[src/sv/gbti_pkg.sv]
// ----------------------------------------------------------------------------
// gbti_pkg: shared types and constants
// Field widths, word layouts and triangle slot codes for the terrain grid
// triangle index unit.
// ----------------------------------------------------------------------------
package gbti_pkg;

    // Field widths.
    localparam int BLOCK_W = 14;
    localparam int CFG_W   = 8;
    localparam int HALF_W  = CFG_W - 1;
    localparam int VTX_W   = 16;
    localparam int SLOT_W  = 4;

    // Default grid size after reset.
    localparam logic [CFG_W-1:0] CELLS_RESET = CFG_W'(16);

    // Triangle slots of one block: four for the upper cell pair, four for the
    // lower pair and one for the padding triangle.
    localparam logic [SLOT_W-1:0] SLOT_FIRST     = SLOT_W'(0);
    localparam logic [SLOT_W-1:0] SLOT_TOP_LAST  = SLOT_W'(2);
    localparam logic [SLOT_W-1:0] SLOT_UPPER_END = SLOT_W'(3);
    localparam logic [SLOT_W-1:0] SLOT_LOWER     = SLOT_W'(4);
    localparam logic [SLOT_W-1:0] SLOT_LOWER_END = SLOT_W'(7);
    localparam logic [SLOT_W-1:0] SLOT_PAD       = SLOT_W'(8);

    // Quotient and remainder of the block index over blocks per side.
    typedef struct packed {
        logic [BLOCK_W-1:0] quo;
        logic [HALF_W-1:0]  rem;
        logic               gaps;
        logic               pad;
    } gbti_div_t;

    // Base vertices and cell flags of one block.
    typedef struct packed {
        logic [VTX_W-1:0] v0;
        logic [VTX_W-1:0] vl;
        logic [VTX_W-1:0] w;
        logic             top;
        logic             gap_u;
        logic             gap_l;
        logic             pad;
    } gbti_base_t;

    // Vertex offset from a cell base: optional row width plus a small step.
    typedef struct packed {
        logic       use_w;
        logic [1:0] k;
    } gbti_off_t;

endpackage

[src/sv/gbti_div.sv]
// ----------------------------------------------------------------------------
// gbti_div: pipelined block index divider
// Restoring division of the block index by the blocks per side, one quotient
// bit per register stage, with valid bits travelling alongside the data.
// ----------------------------------------------------------------------------
module gbti_div
(
    input  logic                          clk,
    input  logic                          rst_n,
    input  logic                          en,
    input  logic                          in_valid,
    input  logic [gbti_pkg::BLOCK_W-1:0]  in_block,
    input  logic                          in_gaps,
    input  logic                          in_pad,
    input  logic [gbti_pkg::HALF_W-1:0]   half,
    output logic                          out_valid,
    output gbti_pkg::gbti_div_t           out_item
);

    localparam int STEPS = gbti_pkg::BLOCK_W;

    logic                valid_reg [0:STEPS];
    gbti_pkg::gbti_div_t stage_reg [0:STEPS];

    // Input capture stage: the quotient field starts out as the dividend.
    always_ff @(posedge clk or negedge rst_n)
    begin
        if (!rst_n)
        begin
            valid_reg[0] <= 1'b0;
        end
        else if (en)
        begin
            valid_reg[0] <= in_valid;
        end
    end

    always_ff @(posedge clk)
    begin
        if (en)
        begin
            stage_reg[0].quo  <= in_block;
            stage_reg[0].rem  <= '0;
            stage_reg[0].gaps <= in_gaps;
            stage_reg[0].pad  <= in_pad;
        end
    end

    // One compare and subtract per stage; quotient bits shift in from below.
    for (genvar i = 0; i < STEPS; i++)
    begin : g_step
        logic [gbti_pkg::HALF_W:0] partial;
        logic [gbti_pkg::HALF_W:0] diff;
        logic                      ge;

        assign partial = {stage_reg[i].rem, stage_reg[i].quo[STEPS-1]};
        assign diff    = partial - {1'b0, half};
        assign ge      = partial >= {1'b0, half};

        always_ff @(posedge clk or negedge rst_n)
        begin
            if (!rst_n)
            begin
                valid_reg[i+1] <= 1'b0;
            end
            else if (en)
            begin
                valid_reg[i+1] <= valid_reg[i];
            end
        end

        always_ff @(posedge clk)
        begin
            if (en)
            begin
                stage_reg[i+1].quo  <= {stage_reg[i].quo[STEPS-2:0], ge};
                stage_reg[i+1].rem  <= ge ? diff[gbti_pkg::HALF_W-1:0]
                                          : partial[gbti_pkg::HALF_W-1:0];
                stage_reg[i+1].gaps <= stage_reg[i].gaps;
                stage_reg[i+1].pad  <= stage_reg[i].pad;
            end
        end
    end

    assign out_valid = valid_reg[STEPS];
    assign out_item  = stage_reg[STEPS];

endmodule

[src/sv/gbti_vtx.sv]
// ----------------------------------------------------------------------------
// gbti_vtx: block base vertex stages
// Two register stages: the block row times the doubled row width, then the
// base vertices of the upper and lower cell pairs and the cell flags.
// ----------------------------------------------------------------------------
module gbti_vtx
(
    input  logic                         clk,
    input  logic                         rst_n,
    input  logic                         en,
    input  logic                         in_valid,
    input  gbti_pkg::gbti_div_t          in_item,
    input  logic [gbti_pkg::CFG_W-1:0]   cells,
    input  logic [gbti_pkg::HALF_W-1:0]  half,
    output logic                         out_valid,
    output gbti_pkg::gbti_base_t         out_item
);

    localparam int PROD_W = gbti_pkg::BLOCK_W + gbti_pkg::CFG_W + 1;

    logic [gbti_pkg::CFG_W:0]    step;
    logic [PROD_W-1:0]           prod_full;
    logic [gbti_pkg::BLOCK_W-1:0] half_q;

    logic                        mul_valid_reg;
    logic [gbti_pkg::VTX_W-1:0]  prod_reg;
    logic [gbti_pkg::HALF_W-1:0] rem_reg;
    logic                        top_reg;
    logic                        gap_u_reg;
    logic                        gap_l_reg;
    logic                        pad_reg;

    logic                        base_valid_reg;
    gbti_pkg::gbti_base_t        base_reg;
    logic [gbti_pkg::VTX_W-1:0]  v0_next;
    logic [gbti_pkg::VTX_W-1:0]  w_next;

    // Two block rows of vertices: 2 * (cells + 1).
    assign step      = {cells, 1'b0} + (gbti_pkg::CFG_W + 1)'(2);
    assign prod_full = PROD_W'(in_item.quo) * PROD_W'(step);
    assign half_q    = gbti_pkg::BLOCK_W'(half);

    // Multiply stage, with the row tests on the block row.
    always_ff @(posedge clk or negedge rst_n)
    begin
        if (!rst_n)
        begin
            mul_valid_reg <= 1'b0;
        end
        else if (en)
        begin
            mul_valid_reg <= in_valid;
        end
    end

    always_ff @(posedge clk)
    begin
        if (en)
        begin
            prod_reg  <= prod_full[gbti_pkg::VTX_W-1:0];
            rem_reg   <= in_item.rem;
            top_reg   <= in_item.quo == '0;
            // Upper pair lies in the bottom row only when the block is past it.
            gap_u_reg <= in_item.gaps && (in_item.quo >= half_q);
            gap_l_reg <= in_item.gaps && (in_item.quo >= half_q - 1'b1);
            pad_reg   <= in_item.pad;
        end
    end

    // Base vertex stage.
    assign v0_next = prod_reg + gbti_pkg::VTX_W'({rem_reg, 1'b0});
    assign w_next  = gbti_pkg::VTX_W'(cells) + 1'b1;

    always_ff @(posedge clk or negedge rst_n)
    begin
        if (!rst_n)
        begin
            base_valid_reg <= 1'b0;
        end
        else if (en)
        begin
            base_valid_reg <= mul_valid_reg;
        end
    end

    always_ff @(posedge clk)
    begin
        if (en)
        begin
            base_reg.v0    <= v0_next;
            base_reg.vl    <= v0_next + w_next;
            base_reg.w     <= w_next;
            base_reg.top   <= top_reg;
            base_reg.gap_u <= gap_u_reg;
            base_reg.gap_l <= gap_l_reg;
            base_reg.pad   <= pad_reg;
        end
    end

    assign out_valid = base_valid_reg;
    assign out_item  = base_reg;

endmodule

[src/sv/gbti_emit.sv]
// ----------------------------------------------------------------------------
// gbti_emit: triangle sequencer and output register
// Holds one block, walks its triangle slots one per cycle unless the output
// stalls, and drives the output word through a register that decouples it from the pipeline.
// ----------------------------------------------------------------------------
module gbti_emit
(
    input  logic                        clk,
    input  logic                        rst_n,
    input  logic                        in_valid,
    input  gbti_pkg::gbti_base_t        in_item,
    output logic                        in_ready,
    output logic                        m_tvalid,
    input  logic                        m_tready,
    output logic [3*gbti_pkg::VTX_W-1:0] m_tdata,
    output logic                        m_tlast
);

    localparam int VW = gbti_pkg::VTX_W;

    logic                        item_valid_reg;
    logic [gbti_pkg::SLOT_W-1:0] slot_reg;
    gbti_pkg::gbti_base_t        item_reg;

    logic                        m_tvalid_reg;
    logic [3*VW-1:0]             m_tdata_reg;
    logic                        m_tlast_reg;

    logic                        out_en;
    logic                        fire;
    logic                        is_last;
    logic                        lower;
    logic                        zero_tri;
    logic [VW-1:0]               base;
    gbti_pkg::gbti_off_t         off_a;
    gbti_pkg::gbti_off_t         off_b;
    gbti_pkg::gbti_off_t         off_c;
    logic [VW-1:0]               vtx_a;
    logic [VW-1:0]               vtx_b;
    logic [VW-1:0]               vtx_c;

    // Vertex of a triangle from its cell base and offset.
    function automatic logic [VW-1:0] vtx_at(input logic [VW-1:0] b,
                                             input logic [VW-1:0] w,
                                             input gbti_pkg::gbti_off_t o);
        logic [VW-1:0] row;
        row = o.use_w ? w : '0;
        return b + row + VW'(o.k);
    endfunction

    // Handshake bookkeeping.
    assign out_en   = !m_tvalid_reg || m_tready;
    assign fire     = item_valid_reg && out_en;
    assign is_last  = (slot_reg == gbti_pkg::SLOT_PAD) ||
                      ((slot_reg == gbti_pkg::SLOT_LOWER_END) && !item_reg.pad);
    assign in_ready = !item_valid_reg || (fire && is_last);

    // Triangle shape of the current slot.
    assign lower    = slot_reg[2];
    assign base     = lower ? item_reg.vl : item_reg.v0;
    assign zero_tri = (slot_reg == gbti_pkg::SLOT_PAD) ||
                      (lower ? item_reg.gap_l : item_reg.gap_u);

    always_comb
    begin
        off_a = '{use_w: 1'b0, k: 2'd0};
        off_b = '{use_w: 1'b0, k: 2'd0};
        off_c = '{use_w: 1'b0, k: 2'd0};
        if (!lower && item_reg.top)
        begin
            // Top grid row, stitched to the coarser neighbour.
            case (slot_reg[1:0])
                2'd0:
                begin
                    off_a = '{use_w: 1'b0, k: 2'd0};
                    off_b = '{use_w: 1'b0, k: 2'd2};
                    off_c = '{use_w: 1'b1, k: 2'd1};
                end
                2'd1:
                begin
                    off_a = '{use_w: 1'b0, k: 2'd0};
                    off_b = '{use_w: 1'b1, k: 2'd0};
                    off_c = '{use_w: 1'b1, k: 2'd1};
                end
                default:
                begin
                    off_a = '{use_w: 1'b0, k: 2'd2};
                    off_b = '{use_w: 1'b1, k: 2'd1};
                    off_c = '{use_w: 1'b1, k: 2'd2};
                end
            endcase
        end
        else
        begin
            // Two triangles per cell, left cell first.
            case (slot_reg[1:0])
                2'd0:
                begin
                    off_a = '{use_w: 1'b0, k: 2'd0};
                    off_b = '{use_w: 1'b0, k: 2'd1};
                    off_c = '{use_w: 1'b1, k: 2'd0};
                end
                2'd1:
                begin
                    off_a = '{use_w: 1'b0, k: 2'd1};
                    off_b = '{use_w: 1'b1, k: 2'd0};
                    off_c = '{use_w: 1'b1, k: 2'd1};
                end
                2'd2:
                begin
                    off_a = '{use_w: 1'b0, k: 2'd1};
                    off_b = '{use_w: 1'b0, k: 2'd2};
                    off_c = '{use_w: 1'b1, k: 2'd1};
                end
                default:
                begin
                    off_a = '{use_w: 1'b0, k: 2'd2};
                    off_b = '{use_w: 1'b1, k: 2'd1};
                    off_c = '{use_w: 1'b1, k: 2'd2};
                end
            endcase
        end
    end

    assign vtx_a = zero_tri ? '0 : vtx_at(base, item_reg.w, off_a);
    assign vtx_b = zero_tri ? '0 : vtx_at(base, item_reg.w, off_b);
    assign vtx_c = zero_tri ? '0 : vtx_at(base, item_reg.w, off_c);

    // Slot sequencer; the top row has only three upper triangles.
    always_ff @(posedge clk or negedge rst_n)
    begin
        if (!rst_n)
        begin
            item_valid_reg <= 1'b0;
            slot_reg       <= gbti_pkg::SLOT_FIRST;
        end
        else if (in_ready && in_valid)
        begin
            item_valid_reg <= 1'b1;
            slot_reg       <= gbti_pkg::SLOT_FIRST;
        end
        else if (fire && is_last)
        begin
            item_valid_reg <= 1'b0;
        end
        else if (fire)
        begin
            if ((slot_reg == gbti_pkg::SLOT_TOP_LAST) && item_reg.top)
            begin
                slot_reg <= gbti_pkg::SLOT_LOWER;
            end
            else
            begin
                slot_reg <= slot_reg + 1'b1;
            end
        end
    end

    always_ff @(posedge clk)
    begin
        if (in_ready && in_valid)
        begin
            item_reg <= in_item;
        end
    end

    // Output register.
    always_ff @(posedge clk or negedge rst_n)
    begin
        if (!rst_n)
        begin
            m_tvalid_reg <= 1'b0;
        end
        else if (out_en)
        begin
            m_tvalid_reg <= item_valid_reg;
        end
    end

    always_ff @(posedge clk)
    begin
        if (fire)
        begin
            m_tdata_reg <= {vtx_c, vtx_b, vtx_a};
            m_tlast_reg <= is_last;
        end
    end

    assign m_tvalid = m_tvalid_reg;
    assign m_tdata  = m_tdata_reg;
    assign m_tlast  = m_tlast_reg;

    // A stitched top row never reaches the fourth upper slot.
    a_top_skip: assert property (@(posedge clk) disable iff (!rst_n)
        (item_valid_reg && item_reg.top) |-> (slot_reg != gbti_pkg::SLOT_UPPER_END))
        else $error("top row block reached the fourth upper slot");

    // The padding slot is only reached when padding was asked for.
    a_pad_slot: assert property (@(posedge clk) disable iff (!rst_n)
        (item_valid_reg && (slot_reg == gbti_pkg::SLOT_PAD)) |-> item_reg.pad)
        else $error("padding slot without padding");

    // The slot counter stays within the block's triangle list.
    a_slot_range: assert property (@(posedge clk) disable iff (!rst_n)
        item_valid_reg |-> (slot_reg <= gbti_pkg::SLOT_PAD))
        else $error("slot counter out of range");

    // After the last triangle the sequencer is empty or starts a new block.
    a_last_restart: assert property (@(posedge clk) disable iff (!rst_n)
        (fire && is_last) |=> (!item_valid_reg || (slot_reg == gbti_pkg::SLOT_FIRST)))
        else $error("sequencer did not restart after the last triangle");

endmodule

[src/sv/grid_block_triangle_indices_unit.sv]
// ----------------------------------------------------------------------------
// grid_block_triangle_indices_unit: terrain grid triangle index generator
// Turns the index of one 2x2 cell block into the vertex index triangles of
// its four cells, with top-row stitching, bottom-row gaps and padding.
// ----------------------------------------------------------------------------
// Each block word yields seven to nine triangle words (eight for an ordinary
// block without padding), one per cycle unless the output stalls; a new block
// is taken only when the sequencer is empty or emits its last triangle. The
// front end is a pipeline that takes a word in every cycle unless stalled:
// fifteen divider stages resolve the block row and column, one stage multiplies
// out the block row and one forms the base vertices; the sequencer's block
// register and the output register come after. A stalled output holds the
// whole pipeline without losing a word. The grid size register is to be
// written by the user only while the unit is idle; the unit does not enforce
// this. Its low bit is ignored and values below two act as two.
// ----------------------------------------------------------------------------
module grid_block_triangle_indices_unit
(
    input  logic        clk,
    input  logic        rst_n,
    // Configuration: cells per grid side.
    input  logic        cfg_we,
    input  logic [7:0]  cfg_data,
    // Block input.
    input  logic        s_tvalid,
    output logic        s_tready,
    input  logic [15:0] s_tdata,   // [13:0] block_index, [15:14] zero
    input  logic [1:0]  s_tuser,   // [0] gap_bottom_row, [1] pad_with_empty
    // Triangle output.
    output logic        m_tvalid,
    input  logic        m_tready,
    output logic [47:0] m_tdata,   // [15:0] vertex_a, [31:16] vertex_b, [47:32] vertex_c
    output logic        m_tlast    // last_triangle
);

    logic [gbti_pkg::CFG_W-1:0]  cells_per_side_reg;
    logic [gbti_pkg::CFG_W-1:0]  cells;
    logic [gbti_pkg::HALF_W-1:0] half;

    logic                        en;
    logic                        div_valid;
    gbti_pkg::gbti_div_t         div_item;
    logic                        base_valid;
    gbti_pkg::gbti_base_t        base_item;
    logic                        emit_ready;

    // Grid size register.
    always_ff @(posedge clk or negedge rst_n)
    begin
        if (!rst_n)
        begin
            cells_per_side_reg <= gbti_pkg::CELLS_RESET;
        end
        else if (cfg_we)
        begin
            cells_per_side_reg <= cfg_data;
        end
    end

    // Effective cell count: even and at least two.
    assign half  = (cells_per_side_reg[gbti_pkg::CFG_W-1:1] == '0)
                   ? gbti_pkg::HALF_W'(1) : cells_per_side_reg[gbti_pkg::CFG_W-1:1];
    assign cells = {half, 1'b0};

    // The pipeline moves unless a finished block waits for the sequencer.
    assign en       = emit_ready || !base_valid;
    assign s_tready = en;

    gbti_div u_div
    (
        .clk       (clk),
        .rst_n     (rst_n),
        .en        (en),
        .in_valid  (s_tvalid),
        .in_block  (s_tdata[gbti_pkg::BLOCK_W-1:0]),
        .in_gaps   (s_tuser[0]),
        .in_pad    (s_tuser[1]),
        .half      (half),
        .out_valid (div_valid),
        .out_item  (div_item)
    );

    gbti_vtx u_vtx
    (
        .clk       (clk),
        .rst_n     (rst_n),
        .en        (en),
        .in_valid  (div_valid),
        .in_item   (div_item),
        .cells     (cells),
        .half      (half),
        .out_valid (base_valid),
        .out_item  (base_item)
    );

    gbti_emit u_emit
    (
        .clk       (clk),
        .rst_n     (rst_n),
        .in_valid  (base_valid),
        .in_item   (base_item),
        .in_ready  (emit_ready),
        .m_tvalid  (m_tvalid),
        .m_tready  (m_tready),
        .m_tdata   (m_tdata),
        .m_tlast   (m_tlast)
    );

endmodule
[config.mk]
export PLATFORM = sky130hd
export DESIGN_NAME = grid_block_triangle_indices_unit
export DESIGN_NICKNAME = d
export VERILOG_FILES = /design/src/sv/gbti_pkg.sv /design/src/sv/gbti_div.sv /design/src/sv/gbti_vtx.sv /design/src/sv/gbti_emit.sv /design/src/sv/grid_block_triangle_indices_unit.sv
export SDC_FILE = /design/constraint.sdc
export NUM_CORES = 1
export LEC_CHECK = 0
export BUFFER_PORTS_ARGS = -buffer_cell sky130_fd_sc_hd__clkbuf_2
export CORE_MARGIN = 5
export CORE_UTILIZATION = 35
export DETAILED_ROUTE_END_ITERATION = 10
export PLACE_DENSITY = 0.58
export RECOVER_POWER = 100
export SETUP_SLACK_MARGIN = 0.15
export SYNTH_ARGS = -nofsm -noshare
export SYNTH_HDL_FRONTEND = slang
export SYNTH_HIERARCHICAL = 1
export SYNTH_SLANG_ARGS = --single-unit
export TNS_END_PERCENT = 20
[constraint.sdc]
create_clock -name clk -period 26.9 [get_ports clk]
set_input_delay 1.345 -clock clk [delete_from_list [all_inputs] [get_ports clk]]
set_output_delay 1.345 -clock clk [all_outputs]
set_load 0.02 [all_outputs]
Word-level counts from Yosys, hierarchy flattened
Memory sizes are Yosys's and may differ from the RTL's.
Index checks and enable logic that the tools add are counted.
{"block": "op_classes", "n_eq_ne": 6, "n_addsub": 26, "mux": 37, "n_mul": 1, "order_cmp": 16, "n_reduce_logical": 26}
{"cell": "$ge A8 B7 Y1", "count": 14}
{"cell": "$mux W7", "count": 15}
{"cell": "$sub A7 B7 Y7", "count": 14}
{"cell": "$add A16 B16 Y16", "count": 4}
{"cell": "$mux W16", "count": 4}
{"cell": "$add A16 B2 Y16", "count": 3}
{"cell": "$add A16 B8 Y16", "count": 1}
{"cell": "$mul A14 B9 Y16", "count": 1}
{"cell": "$mux W4", "count": 4}
{"cell": "$ge A14 B14 Y1", "count": 1}
{"cell": "$ge A14 B7 Y1", "count": 1}
{"cell": "$logic_not A14 Y1", "count": 1}
{"cell": "$add A8 B1 Y9 const B", "count": 1}
{"cell": "$add A9 B2 Y9 const B", "count": 1}
{"cell": "$mux W3", "count": 3}
{"cell": "$pmux W3 S3", "count": 1}
{"cell": "$logic_and A1 B1 Y1", "count": 8}
{"cell": "$pmux W2 S2", "count": 2}
{"cell": "$sub A7 B1 Y8 const B", "count": 1}
{"cell": "$logic_not A7 Y1", "count": 1}
{"cell": "$pmux W3 S2", "count": 1}
{"cell": "$logic_not A1 Y1", "count": 5}
{"cell": "$logic_or A1 B1 Y1", "count": 5}
{"cell": "$mux W1", "count": 5}
{"cell": "other kinds (12)", "count": 15}
{"block": "totals", "n_memories": 1, "regBits": 211, "input_bits": 31, "output_inout_bits": 51, "ram_bits": 345, "elab_cells": 156}
{"name": "u_div.stage_reg", "depth": 15, "word_bits": 23, "read_ports": 15, "rd_clocked_by_memory_dff": 0, "wr": 15, "line_no": "gbti_div.sv:23", "source": "gbti_pkg::gbti_div_t stage_reg [0:STEPS];"}

Depth between registers and ports, before layout
Gate-level depths: netlist of the first run.
{"block": "depth", "word_depth": 8, "mapped_depth": 22, "depth_no_buf": 22}

Cells and area by module
Netlist of the first run, hierarchy kept.
{"mod": "gbti_div", "area_each_um2": 16407.0, "cells_each": 1084, "instances": 1}
{"mod": "gbti_vtx", "area_each_um2": 6600.1, "cells_each": 621, "instances": 1}
{"mod": "gbti_emit", "area_each_um2": 6308.6, "cells_each": 522, "instances": 1}
{"mod": "grid_block_triangle_indices_unit", "area_each_um2": 342.8, "cells_each": 26, "instances": 1}

Worst setup path before layout of the first run
Ideal clock, no wire load.
{"block": "synth_timing", "path_kind": "in2reg", "startpoint": "in m_tready", "endpoint": "reg u_vtx.mul_valid_reg", "path_slack_ns": 13.841, "path_buffers": 0, "setup_time_ns": 0.119, "required_ns": 26.781, "t_arrival_ns": 12.940, "path_stages": 5, "path_cell_list": "nor2b_1 o21a_2 clkinv_4 nand2b_1 mux2_2"}
{"block": "synth_via", "elab_chain_len": 5}
{"element": "start, declared", "line_no": "grid_block_triangle_indices_unit.sv:31", "source": "input logic m_tready,"}
{"element": "$logic_or A1 B1 Y1", "line_no": "gbti_emit.sv:52", "source": "assign out_en = !m_tvalid_reg || m_tready;"}
{"element": "$logic_and A1 B1 Y1", "line_no": "gbti_emit.sv:53", "source": "assign fire = item_valid_reg && out_en;"}
{"element": "$logic_and A1 B1 Y1", "line_no": "gbti_emit.sv:56", "source": "assign in_ready = !item_valid_reg || (fire && is_last);"}
{"element": "$logic_or A1 B1 Y1", "line_no": "gbti_emit.sv:56"}
{"element": "net emit_ready", "line_no": "grid_block_triangle_indices_unit.sv:45", "source": "logic emit_ready;"}
{"element": "$logic_or A1 B1 Y1", "line_no": "grid_block_triangle_indices_unit.sv:66", "source": "assign en = emit_ready || !base_valid;"}
{"element": "net s_tready", "line_no": "grid_block_triangle_indices_unit.sv:26", "source": "output logic s_tready,"}
{"element": "end signal, assigned", "line_no": "gbti_vtx.sv:52", "source": "mul_valid_reg <= in_valid;"}
{"element": "end, declared", "line_no": "gbti_vtx.sv:25", "source": "logic mul_valid_reg;"}
The timed path passes the listed nets, and every way through them passes these cells.
A chain may end at the register's enable or synchronous reset.

==> impl_metrics.csv, run 1 <==
group,metric,value,unit
status,status,"complete, but fails checks",
status,violations,"max-capacitance violations, max-slew violations",
layout,area_delta_synth_final,10.79,%
worst_setup_path,crit_fanout,140,
placement,gp_congestion,0.8239,
cts,cts_num_sinks,538,
layout,largest_reg_flops,338,
cts,cts.path.max_buffers,3,
logic_synthesis,synth_cell_types,95,
worst_setup_path,r2r_end,"u_div/stage_reg[1][21]",
worst_setup_path,crit_buf_inv,4,
global_routing,grt_pass1_vias,18020,
die,die_area,90660,um^2
logic_synthesis,avgSynthCellArea,13.16,um^2
logic_synthesis,muxShareOfSynthArea,6.299,%
logic_synthesis,ys_seq_area_share,53.97,%
die,core-area,83820,um^2
logic_synthesis,synth_compound_area_share,8.079,%
worst_setup_path,regToRegStartpoint,"u_emit/slot_reg[2]",
cts,cts.htree.levels,2,
logic_synthesis,synth-simple-area-share,10.74,%
global_routing,grt.total_usage,12.21,%
sta,max_slew_margin,-382.0,%
layout,final_area,32860,um^2
worst_setup_path,cp.arrival,11.25,ns
global_routing,antenna_found_initial,0,
sta,tightest_slew,7.230,ns
global_routing,grt_pass1_wl,91390,um
cts,post-cts-setup-buffer-count,0,
sta,hold_violations,0,
placement,place.port_buffers,78,
worst_setup_path,r2r_slack,15.69,ns
die,rows,106,
worst_setup_path,path_depth,8,
flow_run,drv_cap,15,
layout,antennaDiodeCount,0,
global_routing,gr-total-overflow,0,
logic_synthesis,yosysMostFrequentCell,"edfxtp_1",
die,die_width,301.1,um
placement,post_dp_cell_area,31350,um^2
sta,fin_crit_sh,41.69,%
cts,ctsResizeCount,0,
placement,post-dp-hpwl,38890,um
die,ios,82,
logic_synthesis,ys_ff_latch,538,
worst_setup_path,crit_top_cell,"clkbuf_1",
sta,setup_viol,0,
worst_setup_path,path_class,"reg2reg",
worst_setup_path,endpoint_kind,"register",
worst_hold_path,holdPathStages,0,
cts,insertion_delay,0.64,ns
logic_synthesis,synth_area,29660,um^2
sta,fin_crit,11.21,ns
detailed_routing,ant_nets,0,
logic_synthesis,synthAdderAreaFrac,14.62,%
cts,cts_hold_buf,0,
sta,hold_ws,0.3883,ns
detailed_routing,wirelength,56060,um
logic_synthesis,synthTopCellsByArea,"edfxtp_1, ha_1, fa_1",
sta,maxSlewViolCount,675,
worst_setup_path,cp_top_family,"buffers and inverters",
logic_synthesis,synth_common_cells,"edfxtp_1, ha_1, inv_1",
worst_setup_path,reg2reg_depth,8,
cts,cts_tree,"done",
cts,root_buffer,"clkbuf_16",
logic_synthesis,synth_top_family_by_area,"adder cells",
cts,numCtsBuffers,60,
worst_setup_path,setup.worst_path.start_class,"register",
logic_synthesis,synth_xor_area_share,2.700,%
logic_synthesis,synth_cells,2253,
worst_hold_path,hold_path.class,"reg2reg",
worst_setup_path,cp_slowest_cell,"clkbuf_1",
layout,nets,2707,
die,dieHeight,301.1,um
detailed_routing,drc,0,
sta,rsz0062_at_grt,"false",
worst_hold_path,holdPathEnd,"u_emit/item_reg[25]",
detailed_routing,wire_per_inst,15.76,um
worst_hold_path,min_from,"u_vtx/out_item[25]",
layout,final_layout_size_suffix_gt1_share,8.663,%
logic_synthesis,yosysWarnings,6,
worst_setup_path,crit_chain,"clkbuf_1, nand2_2, o32a_1, o21a_1, clkinvlp_2, nand2b_1, clkbuf_1, clkbuf_1",
detailed_routing,dr.pass1.iters,7,
logic_synthesis,yosysTopAreaCellShare,51.43,%
detailed_routing,drtIter0Drc,921,
die,start_util,35.38,%
cts,clk_pin_slew,0.06,ns
logic_synthesis,synth_edf_count,508,
global_routing,grt_max_degree,141,
logic_synthesis,yosys.area.top_type,"edfxtp_1",
logic_synthesis,synthFlopType,"edfxtp_1",
detailed_routing,viasPerCell,4.889,
detailed_routing,vias,17400,
worst_setup_path,max_stage_delay,5.18,ns
worst_setup_path,cp_data_required_time,26.93,ns
logic_synthesis,synth-async-reset-ratio,5.576,%
sta,final.setup.tns,0,ns
sta,clock-skew-final,0.05889,ns
sta,fmax,0.08917,GHz
through the flow:
stage / cells / util (%) / setup slack [ns]
final: 3558 / 39.20 / 15.69
after global routing: 3558 / 39.20 / 14.48
after CTS: 3558 / 39.83 / 20.69
after detailed placement: 3447 / 37.40 / 20.76
after global placement: 3447 / 37.40 / 20.81
after floorplan: 2269 / - / 13.84
worst max-delay path by stage:
stage / end / start
final: u_div/stage_reg[1][21] / u_emit/slot_reg[2]
after global routing: u_div/stage_reg[12][6] / u_emit/slot_reg[2]
after CTS: u_vtx/prod_reg[15] / cells_per_side_reg[6]
after detailed placement: u_vtx/prod_reg[15] / cells_per_side_reg[6]
after global placement: u_vtx/prod_reg[15] / cells_per_side_reg[6]
after floorplan: u_vtx/mul_valid_reg / m_tready
cell type report:
| class | count | area, um^2 |
|---|---|---|
| tap | 1134 | 1419 |
| clock inverter | 40 | 469.2 |
| sequential | 538 | 16010 |
| fill | 8022 | 50960 |
| clock buffer | 71 | 1563 |
| inverter | 190 | 714.4 |
| multi-input combinational | 1490 | 12290 |
| timing repair buffer | 95 | 394.1 |
per-layer routing:
metal / track usage, % / routed length (um) / vias to the layer above
li1: - / - / 8512
met1: 14.63 / 23920 / 8448
met2: 21.93 / 27740 / 311
met3: 2.239 / 2295 / 124
met4: 4.536 / 2107 / 0
met5: 0 / 0 / -
worst register-to-register path, stage by stage (launching register included):
cell        delay, ns
dfrtp_1          0.32
clkbuf_1         1.41
nand2_2          0.09
o32a_1           0.39
o21a_1           0.22
clkinvlp_2       0.18
nand2b_1         0.51
clkbuf_1         2.19
clkbuf_1         5.18
cell usage in the layout, fill, tap and decap left out, types with 29 or more instances in the layout:
cell,count
inv_1,184
clkbuf_1,78
a21oi_1,97
mux2_1,48
nor2_1,158
xnor2_1,67
fa_1,76
clkbuf_16,60
ha_1,225
nand2_1,92
nor2b_1,38
mux2i_1,49
dfrtp_1,29
nand3_1,32
o21ai_0,77
edfxtp_1,508
nor3_1,51
and2_1,59
kinds of logic (layout without fill, tap and decap cells):
kind of cell / Yosys count / in the layout
other: 2 / 18
buffers and inverters: 241 / 396
AND/OR/NAND/NOR: 597 / 597
AO/OA/AOI/OAI: 337 / 337
multiplexers: 148 / 148
adder cells (fa/ha/maj): 301 / 301
flip-flops: 538 / 538
XOR/XNOR: 89 / 89
Power of run 1 is left out: the tool's default activity adds up to more than one toggle a clock period on the data nets, which glitch-free logic cannot reach.
==> run 2, diff against run 1 <==
--- a/config.mk
+++ b/config.mk
@@ -5,11 +5,12 @@
 export SDC_FILE = /design/constraint.sdc
 export NUM_CORES = 1
 export LEC_CHECK = 0
+export ABC_AREA = 1
 export BUFFER_PORTS_ARGS = -buffer_cell sky130_fd_sc_hd__clkbuf_2
 export CORE_MARGIN = 5
 export CORE_UTILIZATION = 35
 export DETAILED_ROUTE_END_ITERATION = 10
-export PLACE_DENSITY = 0.58
+export PLACE_DENSITY = 0.6
 export RECOVER_POWER = 100
 export SETUP_SLACK_MARGIN = 0.15
 export SYNTH_ARGS = -nofsm -noshare
==> constraint.sdc (replaced) <==
create_clock -name clk -period 9.7 [get_ports clk]
set_input_delay 0.485 -clock clk [delete_from_list [all_inputs] [get_ports clk]]
set_output_delay 0.485 -clock clk [all_outputs]
set_load 0.02 [all_outputs]
==> impl_metrics.csv, run 2 <==
group,metric,value,unit
status,status,"complete, but fails checks",
status,violations,"max-capacitance violations, max-slew violations",
logic_synthesis,synth-async-reset-ratio,5.576,%
die,ios,82,
placement,gp_congestion,0.8614,
worst_setup_path,setup.worst_path.start_class,"register",
sta,setup_viol,0,
cts,cts_num_sinks,538,
logic_synthesis,synth_common_cells,"nand2_1, inv_1, edfxtp_1",
worst_setup_path,cp_data_required_time,10.05,ns
detailed_routing,wire_per_inst,13.43,um
logic_synthesis,yosys.area.top_type,"edfxtp_1",
logic_synthesis,ys_seq_area_share,51.62,%
sta,fin_crit,7.412,ns
logic_synthesis,yosysWarnings,6,
sta,fmax,0.1349,GHz
layout,nets,3654,
die,die_area,94650,um^2
logic_synthesis,synth_top_family_by_area,"simple AND/OR/NAND/NOR gates",
worst_setup_path,cp.arrival,7.76,ns
worst_setup_path,cp_slowest_cell,"clkbuf_1",
logic_synthesis,synthFlopType,"edfxtp_1",
detailed_routing,top_layer_used,"met4",
logic_synthesis,synth_area,31010,um^2
logic_synthesis,synth_edf_count,508,
layout,largest_reg_flops,338,
detailed_routing,vias,20880,
worst_setup_path,path_class,"reg2reg",
logic_synthesis,avgSynthCellArea,9.727,um^2
cts,numCtsBuffers,57,
worst_setup_path,reg2reg_depth,23,
sta,maxSlewViolCount,282,
worst_setup_path,max_stage_delay,1.77,ns
global_routing,grt_max_degree,173,
global_routing,grt.total_usage,12.86,%
worst_hold_path,holdPathEnd,"cells_per_side_reg[1]",
logic_synthesis,muxShareOfSynthArea,0.1089,%
layout,final_area,34470,um^2
worst_setup_path,crit_top_cell,"nand2_1",
cts,cts.htree.levels,2,
logic_synthesis,synthAdderAreaFrac,13.98,%
cts,cts_tree,"done",
layout,nFillCells,8715,
logic_synthesis,yosysTopAreaCellShare,49.19,%
layout,antennaDiodeCount,0,
die,rows,109,
layout,final-instance-count-excl-fill,4530,
flow_run,drv_cap,7,
placement,post_dp_cell_area,32780,um^2
sta,final.setup.tns,0,ns
sta,tightest_slew,2.672,ns
cts,cts.path.max_buffers,3,
die,die_width,307.7,um
cts,clk_pin_slew,0.06,ns
layout,layout_commonest_cell,"nand2_1",
worst_setup_path,crit_fanout,24,
global_routing,grt_pass1_vias,20270,
placement,dp.cells,4413,
logic_synthesis,yosysMostFrequentCell,"nand2_1",
detailed_routing,dr.pass1.iters,5,
sta,fin_crit_sh,76.42,%
sta,setup_slack,2.288,ns
sta,rsz0062_at_grt,"false",
cts,post-cts-setup-buffer-count,0,
placement,post-dp-hpwl,43450,um
layout,layout_common_cells,"nand2_1, inv_1, edfxtp_1",
logic_synthesis,synth_xor_area_share,1.775,%
detailed_routing,ant_nets,0,
logic_synthesis,ys_ff_latch,538,
worst_setup_path,r2r_slack,2.29,ns
detailed_routing,viasPerCell,4.609,
layout,area_delta_synth_final,11.17,%
worst_hold_path,holdPathStages,3,
worst_setup_path,crit_chain,"clkbuf_1, nor2_1, nand3_1, nand2_2, ha_1, nand2_1, inv_1, ha_1, inv_1, fa_1, fa_1, fa_1, inv_1, ha_1, a21oi_1, nand2_1, nand2_1, nand2_1, nand2_1, a21oi_1, o21ai_0, nand2_1, xor2_1",
detailed_routing,drc,0,
logic_synthesis,synth_cells,3188,
detailed_routing,drtIter0Drc,1248,
die,dieHeight,307.7,um
global_routing,antenna_found_initial,0,
logic_synthesis,synth-simple-area-share,20.97,%
worst_setup_path,r2r_end,"u_vtx/prod_reg[12]",
placement,place.port_buffers,78,
cts,insertion_delay,0.63,ns
logic_synthesis,synth_cell_types,59,
cts,root_buffer,"clkbuf_16",
global_routing,grt_pass1_wl,100400,um
logic_synthesis,synth_compound_area_share,4.188,%
placement,pre_cts_ws,3.599,ns
detailed_routing,wl_met3,2969,um
sta,max_slew_margin,-78.12,%
die,start_util,35.20,%
die,core-area,88100,um^2
detailed_routing,wl_met1,25910,um
worst_setup_path,regToRegStartpoint,"cells_per_side_reg[2]",
detailed_routing,wirelength,60860,um
detailed_routing,wl_met2,29940,um
logic_synthesis,synthTopCellsByArea,"edfxtp_1, nand2_1, ha_1",
global_routing,gr-total-overflow,0,
layout,final_layout_size_suffix_gt1_share,5.854,%
worst_setup_path,endpoint_kind,"register",
worst_hold_path,hold_path.class,"in2reg",
sta,clock-skew-final,0.03696,ns
worst_hold_path,min_from,"cfg_data[1]",
sta,hold_violations,0,
run 2: cell types whose count changed after synthesis, sizes merged, moves of 27 or more:
| cell | delta |
|---|---|
| and2 | -67 |
| nand2b | -27 |
| nor2b | -39 |
| xnor2 | -29 |
| mux2 | -93 |
| inv | +348 |
| nor2 | +93 |
| mux2i | -52 |
| nand3 | +217 |
| nor3 | -36 |
| nand2 | +799 |
run 2: final cells by class:
| type | count | area, um^2 | area share (%) |
|---|---|---|---|
| flip-flops and latches | 538 | 16010 | 46.43 |
| multi-input cells | 2083 | 12560 | 36.43 |
| inverters | 540 | 2033 | 5.898 |
| clock buffers | 66 | 1481 | 4.297 |
| well taps | 1165 | 1458 | 4.228 |
| repair buffers | 102 | 539.3 | 1.564 |
| clock inverters | 36 | 397.9 | 1.154 |
run 2: stage by stage:
stage	hold slack, ns	utilization, %
detailed placement	0.4045	37.20
floorplan	0.1894	-
finish	0.05676	39.13
global route	0.06552	39.13
global placement	0.4003	37.20
CTS	0.01359	39.50
run 2: kinds of logic after synthesis:
| group | Yosys count |
|---|---|
| adder cells (fa/ha/maj) | 301 |
| multiplexers | 3 |
| other | 2 |
| XOR/XNOR | 62 |
| flip-flops | 538 |
| AO/OA/AOI/OAI | 211 |
| AND/OR/NAND/NOR | 1496 |
| buffers and inverters | 575 |
run 2: worst max path at each step:
stage,startpoint,end,slack [ns],depth (start not counted)
floorplan,m_tready,u_div/valid_reg[13],2.45,9
global placement,cells_per_side_reg[2],u_vtx/prod_reg[12],3.64,23
detailed placement,cells_per_side_reg[2],u_vtx/prod_reg[12],3.60,23
CTS,cells_per_side_reg[2],u_vtx/prod_reg[12],3.55,23
global route,cells_per_side_reg[2],u_vtx/prod_reg[12],1.74,23
finish,cells_per_side_reg[2],u_vtx/prod_reg[12],2.29,23
run 2: critical path, delay by kind of cell (launching register included):
kind / cells / cell delay [ns]
buffers and inverters: 4 / 1.94
AO/OA/AOI/OAI: 3 / 0.44
AND/OR/NAND/NOR: 9 / 1.33
XOR/XNOR: 1 / 0.15
adder cells (fa/ha/maj): 6 / 2.95
flip-flops: 1 / 0.32
run 2: repair_timing:
action,CTS,global route
resized for setup,0,0
hold endpoints to repair,43,0
hold buffers,15,0
run 2: layer usage:
metal	vias up	global-route usage, %
li1	10710	-
met1	9667	15.68
met2	391	22.94
met3	108	2.187
met4	0	4.646
met5	-	0
Power of run 2 is left out for the same reason.
==> run 3, diff against run 2 <==
--- a/config.mk
+++ b/config.mk
@@ -5,12 +5,12 @@
 export SDC_FILE = /design/constraint.sdc
 export NUM_CORES = 1
 export LEC_CHECK = 0
-export ABC_AREA = 1
+export ABC_AREA = 0
 export BUFFER_PORTS_ARGS = -buffer_cell sky130_fd_sc_hd__clkbuf_2
 export CORE_MARGIN = 5
 export CORE_UTILIZATION = 35
 export DETAILED_ROUTE_END_ITERATION = 10
-export PLACE_DENSITY = 0.6
+export PLACE_DENSITY = 0.58
 export RECOVER_POWER = 100
 export SETUP_SLACK_MARGIN = 0.15
 export SYNTH_ARGS = -nofsm -noshare
==> constraint.sdc (replaced) <==
create_clock -name clk -period 7.7 [get_ports clk]
set_input_delay 0.385 -clock clk [delete_from_list [all_inputs] [get_ports clk]]
set_output_delay 0.385 -clock clk [all_outputs]
set_load 0.02 [all_outputs]
==> impl_metrics.csv, run 3 (synthesized netlist as in run 1, its figures left out) <==
group,metric,value,unit
cts,insertion_delay,0.65,ns
worst_setup_path,cp.arrival,6.37,ns
sta,fin_crit_sh,79.35,%
global_routing,grt_pass1_vias,18190,
detailed_routing,viasPerCell,4.856,
worst_setup_path,crit_chain,"clkbuf_1, nand2_1, o32a_1, o21a_1, clkinvlp_2, nand2b_4, clkbuf_1, clkbuf_2",
sta,rsz0062_at_grt,"false",
die,die_width,301.1,um
sta,fin_crit,6.110,ns
placement,pre_cts_ws,2.052,ns
global_routing,grt.total_usage,12.37,%
die,ios,82,
layout,nFillCells,7953,
layout,multi_input_area,12330,um^2
cts,cts_num_sinks,538,
global_routing,gr-total-overflow,0,
worst_setup_path,r2r_end,"u_div/stage_reg[1][16]",
cts,cts.htree.levels,2,
layout,final_layout_size_suffix_gt1_share,8.831,%
placement,place.port_buffers,78,
layout,layout_commonest_cell,"edfxtp_1",
detailed_routing,dr.pass1.iters,8,
die,rows,106,
worst_setup_path,setup.worst_path.start_class,"register",
detailed_routing,drtIter0Drc,921,
worst_hold_path,hold_path.class,"in2reg",
cts,ctsResizeCount,0,
status,status,"complete, but fails checks",
sta,maxSlewViolCount,389,
detailed_routing,ant_nets,0,
worst_setup_path,crit_buf_inv,4,
cts,root_buffer,"clkbuf_16",
sta,max_slew_margin,-110.2,%
sta,clock-skew-final,0.06416,ns
global_routing,grt_max_degree,75,
die,dieHeight,301.1,um
die,core-area,83820,um^2
detailed_routing,wire_per_inst,15.70,um
global_routing,grt_pass1_wl,92870,um
layout,antennaDiodeCount,0,
sta,tightest_slew,3.151,ns
sta,fmax,0.1637,GHz
worst_setup_path,r2r_slack,1.59,ns
flow_run,drv_cap,12,
layout,layout_common_cells,"edfxtp_1, ha_1, inv_1",
placement,gp_congestion,0.8290,
worst_setup_path,crit_top_cell,"clkbuf_1",
status,violations,"max-capacitance violations, max-slew violations",
worst_setup_path,cp_top_family,"buffers and inverters",
worst_setup_path,max_stage_delay,1.35,ns
cts,clk_pin_slew,0.06,ns
die,start_util,35.38,%
layout,nets,2732,
worst_setup_path,endpoint_kind,"register",
worst_hold_path,holdPathStages,2,
global_routing,antenna_found_initial,0,
cts,cts.path.max_buffers,3,
worst_setup_path,path_class,"reg2reg",
cts,cts_tree,"done",
placement,post-dp-hpwl,38850,um
detailed_routing,vias,17390,
sta,setup_viol,0,
worst_setup_path,startpoint,"u_emit/slot_reg[2]",
layout,regArea,16010,um^2
worst_setup_path,cp_slowest_cell,"clkbuf_1",
die,die_area,90660,um^2
worst_setup_path,reg2reg_depth,8,
worst_setup_path,path_depth,8,
worst_setup_path,cp_data_required_time,7.96,ns
worst_setup_path,crit_fanout,55,
sta,hold_violations,0,
worst_setup_path,crit_end,"u_div/stage_reg[1][16]",
sta,setup_slack,1.590,ns
sta,final.setup.tns,0,ns
cts,numCtsBuffers,60,
detailed_routing,wirelength,56200,um
worst_setup_path,regToRegStartpoint,"u_emit/slot_reg[2]",
detailed_routing,drc,0,
layout,largest_reg_flops,338,
layout,area_delta_synth_final,11.76,%
run 3: worst min path at each step:
stage,start,endpoint,slack [ns]
floorplan,rst_n,cells_per_side_reg[1],0.09
global placement,u_div/stage_reg[2][16],u_div/stage_reg[3][17],0.40
detailed placement,u_div/stage_reg[9][12],u_div/stage_reg[10][13],0.40
CTS,cfg_data[6],cells_per_side_reg[6],0.01
global route,cfg_data[6],cells_per_side_reg[6],0.05
finish,cfg_data[6],cells_per_side_reg[6],0.06
run 3: cell type report:
class	instances	area share [%]
clock buffers	71	4.654
clock inverters	37	1.446
repair buffers	120	1.967
well taps	1134	4.281
inverters	190	2.155
flip-flops and latches	538	48.29
multi-input cells	1490	37.21
run 3: through the flow:
step | hold WS [ns] | cell area (um^2) | util (%) | cells
after floorplan | 0.08941 | 29730 | - | 2269
after global placement | 0.4004 | 31350 | 37.40 | 3448
after detailed placement | 0.4045 | 31350 | 37.40 | 3448
after CTS | 0.01414 | 33610 | 40.10 | 3580
after global routing | 0.05415 | 33150 | 39.54 | 3580
final | 0.06005 | 33150 | 39.54 | 3580
run 3: layer usage:
metal | GRT usage [%] | vias to the layer above | share of wire [%] | routed length, um
li1 | - | 8554 | - | -
met1 | 15.21 | 8417 | 43 | 24290
met2 | 22.35 | 315 | 50 | 27940
met3 | 2.001 | 100 | 4.1 | 2314
met4 | 3.798 | 0 | 2.9 | 1654
met5 | 0 | - | 0 | 0
run 3: repair_timing:
| action | in CTS | in global routing |
|---|---|---|
| endpoints found under the hold margin | 52 | 0 |
| hold buffers | 24 | 0 |
| buffers inserted | 0 | 0 |
Power of run 3 is left out for the same reason.
